===== config.mk =====
export PLATFORM = sky130hd
export DESIGN_NAME = frequency_scan_sequencer
export DESIGN_NICKNAME = d
export VERILOG_FILES = /design/src/sv/fss_pkg.sv /design/src/sv/fss_engine.sv /design/src/sv/fss_res_buf.sv /design/src/sv/frequency_scan_sequencer.sv
export SDC_FILE = /design/constraint.sdc
export NUM_CORES = 1
export LEC_CHECK = 0
export ABC_AREA = 1
export BUFFER_PORTS_ARGS = -buffer_cell sky130_fd_sc_hd__buf_2
export CAP_MARGIN = 15
export CORE_MARGIN = 2
export CORE_UTILIZATION = 69
export CTS_BUF_LIST = sky130_fd_sc_hd__clkbuf_4
export DETAILED_ROUTE_END_ITERATION = 16
export GPL_ROUTABILITY_DRIVEN = 0
export GPL_TIMING_DRIVEN = 1
export MAX_ROUTING_LAYER = met4
export PLACE_DENSITY = 0.88
export SYNTH_ARGS = -nofsm -noshare
export SYNTH_HDL_FRONTEND = slang
export SYNTH_SLANG_ARGS = --single-unit

===== constraint.sdc =====
create_clock -name clk -period 19.6 [get_ports clk]
set_input_delay 0.98 -clock clk [delete_from_list [all_inputs] [get_ports clk]]
set_output_delay 0.98 -clock clk [all_outputs]
set_load 0.005 [all_outputs]

===== src/sv/fss_pkg.sv =====
// package: shared types, codes and helpers of the frequency scan sequencer
package fss_pkg;

  localparam int SETTLE_MS = 500;

  typedef enum logic [2:0] {
    CMD_TICK    = 3'd0,
    CMD_REPORT  = 3'd1,
    CMD_SQUELCH = 3'd2,
    CMD_START   = 3'd3,
    CMD_PAUSE   = 3'd4,
    CMD_STOP    = 3'd5
  } cmd_t;

  typedef enum logic [1:0] {
    KIND_TUNE   = 2'd0,
    KIND_REPORT = 2'd1,
    KIND_BEGUN  = 2'd2,
    KIND_ENDED  = 2'd3
  } kind_t;

  typedef enum logic [2:0] {
    REG_BEGIN_FREQ = 3'd0,
    REG_END_FREQ   = 3'd1,
    REG_STEP_SIZE  = 3'd2,
    REG_ALGORITHM  = 3'd3,
    REG_STEP_DELAY = 3'd4
  } reg_idx_t;

  typedef struct packed {
    kind_t       kind;
    logic [31:0] frequency;
    logic [7:0]  strength;
  } res_t;

  typedef struct packed {
    logic [1:0] cnt;
    res_t       r0;
    res_t       r1;
  } bundle_t;

  // floor(h * 7 / 10), division by reciprocal 6554 / 2^16
  function automatic logic [7:0] decay(input logic [7:0] h);
    logic [10:0] p;
    logic [23:0] q;
    p = 11'(h) * 11'd7;
    q = 24'(p) * 24'd6554;
    return q[23:16];
  endfunction

endpackage


===== src/sv/fss_engine.sv =====
// scan engine: configuration and scan state registers with single-pass item logic
module fss_engine
  import fss_pkg::*;
#(
  parameter int FREQ_BITS = 32
) (
  input  logic        clk,
  input  logic        rst_n,
  input  logic [2:0]  cmd,
  input  logic [7:0]  val,
  input  logic        adv,
  input  logic        cfg_we,
  input  logic [2:0]  cfg_idx,
  input  logic [31:0] cfg_wdata,
  output bundle_t     bundle
);

  localparam int SUM_W = (FREQ_BITS > 32) ? FREQ_BITS + 1 : 33;

  logic [31:0]          begin_freq_r, end_freq_r, step_size_r;
  logic                 algorithm_r;
  logic [15:0]          step_delay_r;

  logic [FREQ_BITS-1:0] cur_r, cur_nxt;
  logic [7:0]           latest_r, latest_nxt;
  logic [7:0]           prev_r, prev_nxt;
  logic [7:0]           held_r, held_nxt;
  logic                 synced_r, synced_nxt;
  logic                 paused_r, paused_nxt;
  logic                 stepping_r, stepping_nxt;
  logic [15:0]          step_cnt_r, step_cnt_nxt;
  logic                 settling_r, settling_nxt;
  logic [9:0]           settle_cnt_r, settle_cnt_nxt;

  logic                 settle_hit, step_hit;
  logic [7:0]           lat_eff, step_held;
  logic [SUM_W-1:0]     sum;
  logic                 sum_end;
  logic [FREQ_BITS-1:0] cur_step;
  logic                 st_start, st_step;

  assign settle_hit = ({1'b0, settle_cnt_r} + 11'd1) >= 11'(SETTLE_MS);
  assign step_hit   = ({1'b0, step_cnt_r} + 17'd1) >= {1'b0, step_delay_r};

  // change-driven step sees the new reading as latest
  assign lat_eff   = (cmd_t'(cmd) == CMD_REPORT) ? val : latest_r;
  assign step_held = (prev_r == lat_eff) ? decay(held_r) : lat_eff;
  assign sum       = SUM_W'(cur_r) + SUM_W'(step_size_r);
  assign sum_end   = sum >= SUM_W'(end_freq_r);
  assign cur_step  = sum[FREQ_BITS-1:0];

  always_comb begin
    cur_nxt        = cur_r;
    latest_nxt     = latest_r;
    prev_nxt       = prev_r;
    held_nxt       = held_r;
    synced_nxt     = synced_r;
    paused_nxt     = paused_r;
    stepping_nxt   = stepping_r;
    step_cnt_nxt   = step_cnt_r;
    settling_nxt   = settling_r;
    settle_cnt_nxt = settle_cnt_r;
    st_start       = 1'b0;
    st_step        = 1'b0;
    bundle         = '0;

    unique case (cmd_t'(cmd))
      CMD_TICK: begin
        if (settling_r) begin
          if (settle_hit) begin
            settling_nxt   = 1'b0;
            settle_cnt_nxt = '0;
            st_start       = 1'b1;
          end else begin
            settle_cnt_nxt = settle_cnt_r + 10'd1;
          end
        end
        if (stepping_r && !st_start) begin
          if (step_hit) begin
            step_cnt_nxt = '0;
            st_step      = 1'b1;
          end else begin
            step_cnt_nxt = step_cnt_r + 16'd1;
          end
        end
      end
      CMD_REPORT: begin
        if (!algorithm_r) begin
          latest_nxt = val;
        end else if (stepping_r && latest_r != val) begin
          latest_nxt = val;
          st_step    = 1'b1;
        end
      end
      CMD_SQUELCH: begin
        if (val == 8'd0) latest_nxt = '0;
      end
      CMD_START: begin
        st_start = 1'b1;
      end
      CMD_PAUSE: begin
        paused_nxt = (val != 8'd0);
      end
      CMD_STOP: begin
        stepping_nxt   = 1'b0;
        settling_nxt   = 1'b0;
        step_cnt_nxt   = '0;
        settle_cnt_nxt = '0;
        synced_nxt     = 1'b0;
        paused_nxt     = 1'b0;
      end
      default: begin
      end
    endcase

    if (st_start) begin
      paused_nxt = 1'b0;
      bundle.cnt = 2'd1;
      if (synced_r) begin
        stepping_nxt = 1'b1;
        step_cnt_nxt = '0;
        bundle.r0    = '{kind: KIND_BEGUN, frequency: '0, strength: '0};
      end else begin
        bundle.r0      = '{kind: KIND_TUNE, frequency: begin_freq_r, strength: '0};
        cur_nxt        = FREQ_BITS'(begin_freq_r);
        latest_nxt     = '0;
        prev_nxt       = '0;
        held_nxt       = '0;
        synced_nxt     = 1'b1;
        settling_nxt   = 1'b1;
        settle_cnt_nxt = '0;
      end
    end

    if (st_step && !paused_r) begin
      held_nxt   = step_held;
      prev_nxt   = lat_eff;
      cur_nxt    = cur_step;
      bundle.cnt = 2'd2;
      bundle.r0  = '{kind: KIND_REPORT, frequency: 32'(cur_r), strength: step_held};
      if (sum_end) begin
        stepping_nxt = 1'b0;
        synced_nxt   = 1'b0;
        bundle.r1    = '{kind: KIND_ENDED, frequency: '0, strength: '0};
      end else begin
        bundle.r1    = '{kind: KIND_TUNE, frequency: 32'(cur_step), strength: '0};
      end
    end

    // change-driven step always re-arms the step timer
    if (st_step && cmd_t'(cmd) == CMD_REPORT) begin
      stepping_nxt = 1'b1;
      step_cnt_nxt = '0;
    end
  end

  always_ff @(posedge clk) begin
    if (!rst_n) begin
      begin_freq_r <= '0;
      end_freq_r   <= '0;
      step_size_r  <= 32'd1000;
      algorithm_r  <= 1'b0;
      step_delay_r <= 16'd500;
      cur_r        <= '0;
      latest_r     <= '0;
      prev_r       <= '0;
      held_r       <= '0;
      synced_r     <= 1'b0;
      paused_r     <= 1'b0;
      stepping_r   <= 1'b0;
      step_cnt_r   <= '0;
      settling_r   <= 1'b0;
      settle_cnt_r <= '0;
    end else begin
      if (adv) begin
        cur_r        <= cur_nxt;
        latest_r     <= latest_nxt;
        prev_r       <= prev_nxt;
        held_r       <= held_nxt;
        synced_r     <= synced_nxt;
        paused_r     <= paused_nxt;
        stepping_r   <= stepping_nxt;
        step_cnt_r   <= step_cnt_nxt;
        settling_r   <= settling_nxt;
        settle_cnt_r <= settle_cnt_nxt;
      end
      if (cfg_we) begin
        unique case (reg_idx_t'(cfg_idx))
          REG_BEGIN_FREQ: begin
            begin_freq_r <= cfg_wdata;
            cur_r        <= FREQ_BITS'(cfg_wdata);
          end
          REG_END_FREQ:   end_freq_r   <= cfg_wdata;
          REG_STEP_SIZE:  step_size_r  <= cfg_wdata;
          REG_ALGORITHM:  algorithm_r  <= cfg_wdata[0];
          REG_STEP_DELAY: step_delay_r <= cfg_wdata[15:0];
          default: begin
          end
        endcase
      end
    end
  end

endmodule


===== src/sv/fss_res_buf.sv =====
// result buffer: holds the results of one item and hands them out one per cycle while out_ready is high
module fss_res_buf
  import fss_pkg::*;
(
  input  logic        clk,
  input  logic        rst_n,
  input  logic        load,
  input  bundle_t     bundle,
  output logic        free,
  output logic        out_valid,
  input  logic        out_ready,
  output logic [1:0]  out_kind,
  output logic [31:0] out_frequency,
  output logic [7:0]  out_strength,
  output logic        out_last
);

  logic       b_valid_r;
  logic [1:0] b_cnt_r;
  logic       b_idx_r;
  res_t       b_res_r [2];
  res_t       cur_res;
  logic       done;

  assign cur_res       = b_res_r[b_idx_r];
  assign out_valid     = b_valid_r;
  assign out_kind      = cur_res.kind;
  assign out_frequency = cur_res.frequency;
  assign out_strength  = cur_res.strength;
  assign out_last      = ({1'b0, b_idx_r} + 2'd1) == b_cnt_r;
  assign done          = b_valid_r && out_ready && out_last;
  assign free          = !b_valid_r || done;

  always_ff @(posedge clk) begin
    if (!rst_n) begin
      b_valid_r <= 1'b0;
      b_cnt_r   <= '0;
      b_idx_r   <= 1'b0;
    end else begin
      if (load) begin
        b_valid_r <= 1'b1;
        b_cnt_r   <= bundle.cnt;
        b_idx_r   <= 1'b0;
      end else if (done) begin
        b_valid_r <= 1'b0;
      end else if (b_valid_r && out_ready) begin
        b_idx_r <= 1'b1;
      end
    end
  end

  always_ff @(posedge clk) begin
    if (load) begin
      b_res_r[0] <= bundle.r0;
      b_res_r[1] <= bundle.r1;
    end
  end

  a_cnt_legal: assert property (@(posedge clk) disable iff (!rst_n)
    b_valid_r |-> (b_cnt_r == 2'd1 || b_cnt_r == 2'd2))
    else $error("result count out of range");

  a_load_free: assert property (@(posedge clk) disable iff (!rst_n)
    load |-> free)
    else $error("result buffer loaded while busy");

  a_second_last: assert property (@(posedge clk) disable iff (!rst_n)
    (out_valid && out_ready && !out_last) |=> (out_valid && out_last))
    else $error("second result of an item missing");

endmodule


===== src/sv/frequency_scan_sequencer.sv =====
// top level: receiver sweep controller with input register and result buffer
// path: an accepted item is held in the input register; its results are registered in the result buffer that drives out
// throughput: one item per cycle when it gives at most one result and out_ready is high;
// else the next item waits while the two-entry result buffer drains one result a cycle
// reset: synchronous active-low rst_n clears all control state, config takes its defaults
module frequency_scan_sequencer
  import fss_pkg::*;
#(
  parameter int FREQ_BITS = 32
) (
  input  logic        clk,
  input  logic        rst_n,
  input  logic        in_valid,
  output logic        in_ready,
  input  logic [2:0]  in_command,
  input  logic [7:0]  in_value,
  output logic        out_valid,
  input  logic        out_ready,
  output logic [1:0]  out_kind,
  output logic [31:0] out_frequency,
  output logic [7:0]  out_strength,
  output logic        out_last,
  input  logic        cfg_valid,
  output logic        cfg_ready,
  input  logic [2:0]  cfg_index,
  input  logic [31:0] cfg_data
);

  logic       a_valid_r;
  logic [2:0] a_cmd_r;
  logic [7:0] a_val_r;
  logic       a_adv;
  logic       buf_free;
  bundle_t    bundle;

  assign cfg_ready = 1'b1;
  assign a_adv     = a_valid_r && (bundle.cnt == 2'd0 || buf_free);
  assign in_ready  = !a_valid_r || a_adv;

  always_ff @(posedge clk) begin
    if (!rst_n) begin
      a_valid_r <= 1'b0;
    end else if (in_ready) begin
      a_valid_r <= in_valid;
    end
  end

  always_ff @(posedge clk) begin
    if (in_valid && in_ready) begin
      a_cmd_r <= in_command;
      a_val_r <= in_value;
    end
  end

  fss_engine #(
    .FREQ_BITS(FREQ_BITS)
  ) u_engine (
    .clk      (clk),
    .rst_n    (rst_n),
    .cmd      (a_cmd_r),
    .val      (a_val_r),
    .adv      (a_adv),
    .cfg_we   (cfg_valid && cfg_ready),
    .cfg_idx  (cfg_index),
    .cfg_wdata(cfg_data),
    .bundle   (bundle)
  );

  fss_res_buf u_res_buf (
    .clk          (clk),
    .rst_n        (rst_n),
    .load         (a_adv && bundle.cnt != 2'd0),
    .bundle       (bundle),
    .free         (buf_free),
    .out_valid    (out_valid),
    .out_ready    (out_ready),
    .out_kind     (out_kind),
    .out_frequency(out_frequency),
    .out_strength (out_strength),
    .out_last     (out_last)
  );

endmodule

==> flow_summary.ini <==
[pwr]
leakage_nw = 9.78
ir_drop_uv = 42.2
power_density_mw_per_mm2 = 67.1
finalPower_mw = 1.41

[timing]
max_slew_margin_pct = 29.7
worst_slack_ns = 12.36
worstMarginPinSlew_ns = 1.05
skew_ns = 0.0832
holdWs_ns = 0.445
setup_viol = 0
final-hold-violation-count = 0
slew_violations = 0
setup-tns-final_ns = 0
period_needed_ns = 7.24
rsz0062_at_grt = false
clock.fmax_mhz = 138
fin_crit_sh_pct = 36.9

[critical_path]
cp_max_fo = 9
worst-setup-path-type = flop to flop
start_kind = flop
critPathArrivalTime_ns = 7.78
crit_path_frequent_cell = nand2_1
worstPathRequired_ns = 20.14
end_kind = flop
slowest_stage = dfxtp_1
slowest_delay_ns = 0.58

[synthesis]
async_flop_share_pct = 0
yosysTopAreaCell = dfxtp_1
synth_edf_count = 86
synth_flop_cell = dfxtp_1
syn_nets = 2868
synth.top_cell.area_share_pct = 21.1
synth_cells = 2624
ys_warn_count = 0
synthTopCellsByArea = dfxtp_1, edfxtp_1, nand2_1
ys_types = 53
synth-seq-cells = 291
ys_seq_area_share_pct = 34.4
syn_area_per_cell_um2 = 7.40
synth_area_mm2 = 0.0194

[global_route]
antenna_found_initial = 1
grt_first_pass_wirelength_um = 84300
grt_max_degree = 89
grt_pass1_vias = 17959
track_usage_pct = 36.5
gr-total-overflow = 0

[clock_network]
postCtsHoldBufs = 0
postCtsSetupBuffers = 0
max-clock-path-buffers = 3
ctsResizeCount = 0
cts_tree = done
cts_root_buf = clkbuf_4
path_clk_slew_ns = 0.07
numCtsBuffers = 78
cts_sinks = 291
clk_latency_ns = 0.72
h-tree-depth = 3

[routing]
drt-total-wl_um = 52300
drc = 0
drt_pass1_iterations = 9
routed_via_density = 5.91
vias = 18620
ant_nets = 0
drt-initial-drc-count = 1999
wire_per_inst_um = 16.6

[floorplanning]
core-area_mm2 = 0.0278
start_util_pct = 69.9
die_area_mm2 = 0.0295
die_h_um = 172
io_pins = 97
rows = 61
fp.dieW_um = 172

[final_layout]
fin_area_mm2 = 0.0211
area_growth_pct = 8.60
n_fill_cell = 2057
final_cells = 3150
layout-drive-gt1-share_pct = 11.9
fin_util_pct = 75.9
nets = 2957

[placed_design]
dp.cells = 3009
io_buffers = 95
place_hpwl_um = 36400
post_dp_cell_area_mm2 = 0.0200
dp_slack_ns = 12.46

[status]
status = finished clean

[run]
maxCapViolations = 0

[hold_path]
hold_path.class = input port to flop
## critical path: cells and delay by family (launching register included)
kind / cells / cell delay, ns
adders and majority gates: 8 / 3.49
and+or+nand+nor: 14 / 1.46
AOI/OAI and AO/OA: 7 / 1.38
DFF: 1 / 0.58
buffers and inverters: 3 / 0.18
## cell usage in the layout (no fill, tap or decap), types with 4 or more instances in the layout
master,synthesis,layout
nand2_1,554,554
inv_1,391,390
a21oi_1,265,265
dfxtp_1,205,204
nor2_1,190,189
nand3_1,175,174
ha_1,156,156
o21ai_0,141,141
clkbuf_4,0,119
buf_2,22,95
edfxtp_1,86,86
xor2_1,47,47
fa_1,37,37
nand4_1,34,34
o22ai_1,33,33
mux2_2,32,32
clkinv_1,18,26
nor3_1,21,21
o21ai_1,18,18
buf_4,11,14
o21bai_1,11,11
o211ai_1,11,11
a21oi_2,11,11
xnor2_1,10,10
inv_2,7,9
nor2_2,6,7
a31oi_1,6,6
o21a_1,6,6
nand2_2,5,5
nor4_1,6,5
nand3_2,4,5
or2_2,5,5
a21o_1,5,5
clkinv_2,0,4
## cells by family (layout without fill, tap and decap cells)
kind of cell | after synthesis | after routing | synth area share [%]
adders and majority gates | 193 | 193 | 13.9
and+or+nand+nor | 1012 | 1012 | 22.1
xor gates and xnor gates | 57 | 57 | 2.57
buffers and inverters | 518 | 665 | 10.6
DFF | 291 | 291 | 34.4
muxes | 33 | 33 | 1.91
AOI/OAI and AO/OA | 519 | 519 | 14.6
other | 1 | 2 | 0.0193
## state kept, by name, indices dropped and copies added, names as in the netlist, 2 cells and up, named ones only
signal                 count
a_cmd_r                    3
a_val_r                    8
u_engine.begin_freq_r     32
u_engine.cur_r            32
u_engine.end_freq_r       32
u_engine.held_r            8
u_engine.latest_r          8
u_engine.prev_r            8
u_engine.settle_cnt_r     10
u_engine.step_cnt_r       16
u_engine.step_delay_r     16
u_engine.step_size_r      32
u_res_buf.b_cnt_r          2
u_res_buf.b_res_r         75
## power by group
part	internal [mW]	total, mW	switching, mW	leakage [nW]
Sequential	0.635	0.647	0.0115	2.37
Combinational	0.0638	0.202	0.138	6.79
Clock	0.304	0.566	0.262	0.621
## path summary, 6_finish.rpt
check	startpoint	endpoint	slack, ns	depth (start not counted)
min	in_command[1]	a_cmd_r[1]	0.45	1
max	u_engine.held_r[0]	u_engine.held_r[7]	12.36	32
max reg2reg	u_engine.held_r[0]	u_engine.held_r[7]	12.36	32
min reg2reg	u_engine.end_freq_r[0]	u_engine.end_freq_r[0]	0.46	2
## Yosys cell counts (3+ instances only)
library cell / number
clkbuf_1: 59
xnor2_1: 10
ha_1: 156
buf_2: 22
nor2_2: 6
dfxtp_1: 205
nand2_2: 5
nor3_1: 21
or2_2: 5
nand2_1: 554
nand3_1: 175
o21ai_0: 141
inv_2: 7
nand2_4: 3
inv_1: 391
o211ai_1: 11
buf_1: 5
nor4_1: 6
clkinv_1: 18
fa_1: 37
a21o_1: 5
edfxtp_1: 86
o21ai_1: 18
o21a_1: 6
a21oi_2: 11
a31oi_1: 6
nand3_2: 4
a21oi_1: 265
o21bai_1: 11
mux2_2: 32
o22ai_1: 33
nand4_1: 34
nor2_1: 190
buf_4: 11
buf_6: 5
xor2_1: 47
## per-layer routing
| metal | up-vias | global-route usage (%) | share of wire [%] |
|---|---|---|---|
| met2 | 1025 | 57.8 | 46 |
| met1 | 8590 | 46.4 | 40 |
| li1 | 8811 | - | - |
| met5 | - | - | 0 |
| met4 | 0 | 15.4 | 3.6 |
| met3 | 194 | 6.12 | 10 |
## layout make-up
type | count | area, µm² | area share [%]
Multi-Input combinational cell | 1815 | 10700 | 50.7
Sequential cell | 291 | 6690 | 31.7
Clock inverter | 19 | 148 | 0.700
Timing Repair Buffer | 111 | 628 | 2.98
Tap cell | 378 | 473 | 2.24
Inverter | 416 | 1560 | 7.40
Antenna cell | 1 | 2.50 | 0.0119
Clock buffer | 119 | 893 | 4.23
No activity file was read; power rests on OpenSTA's default activity.
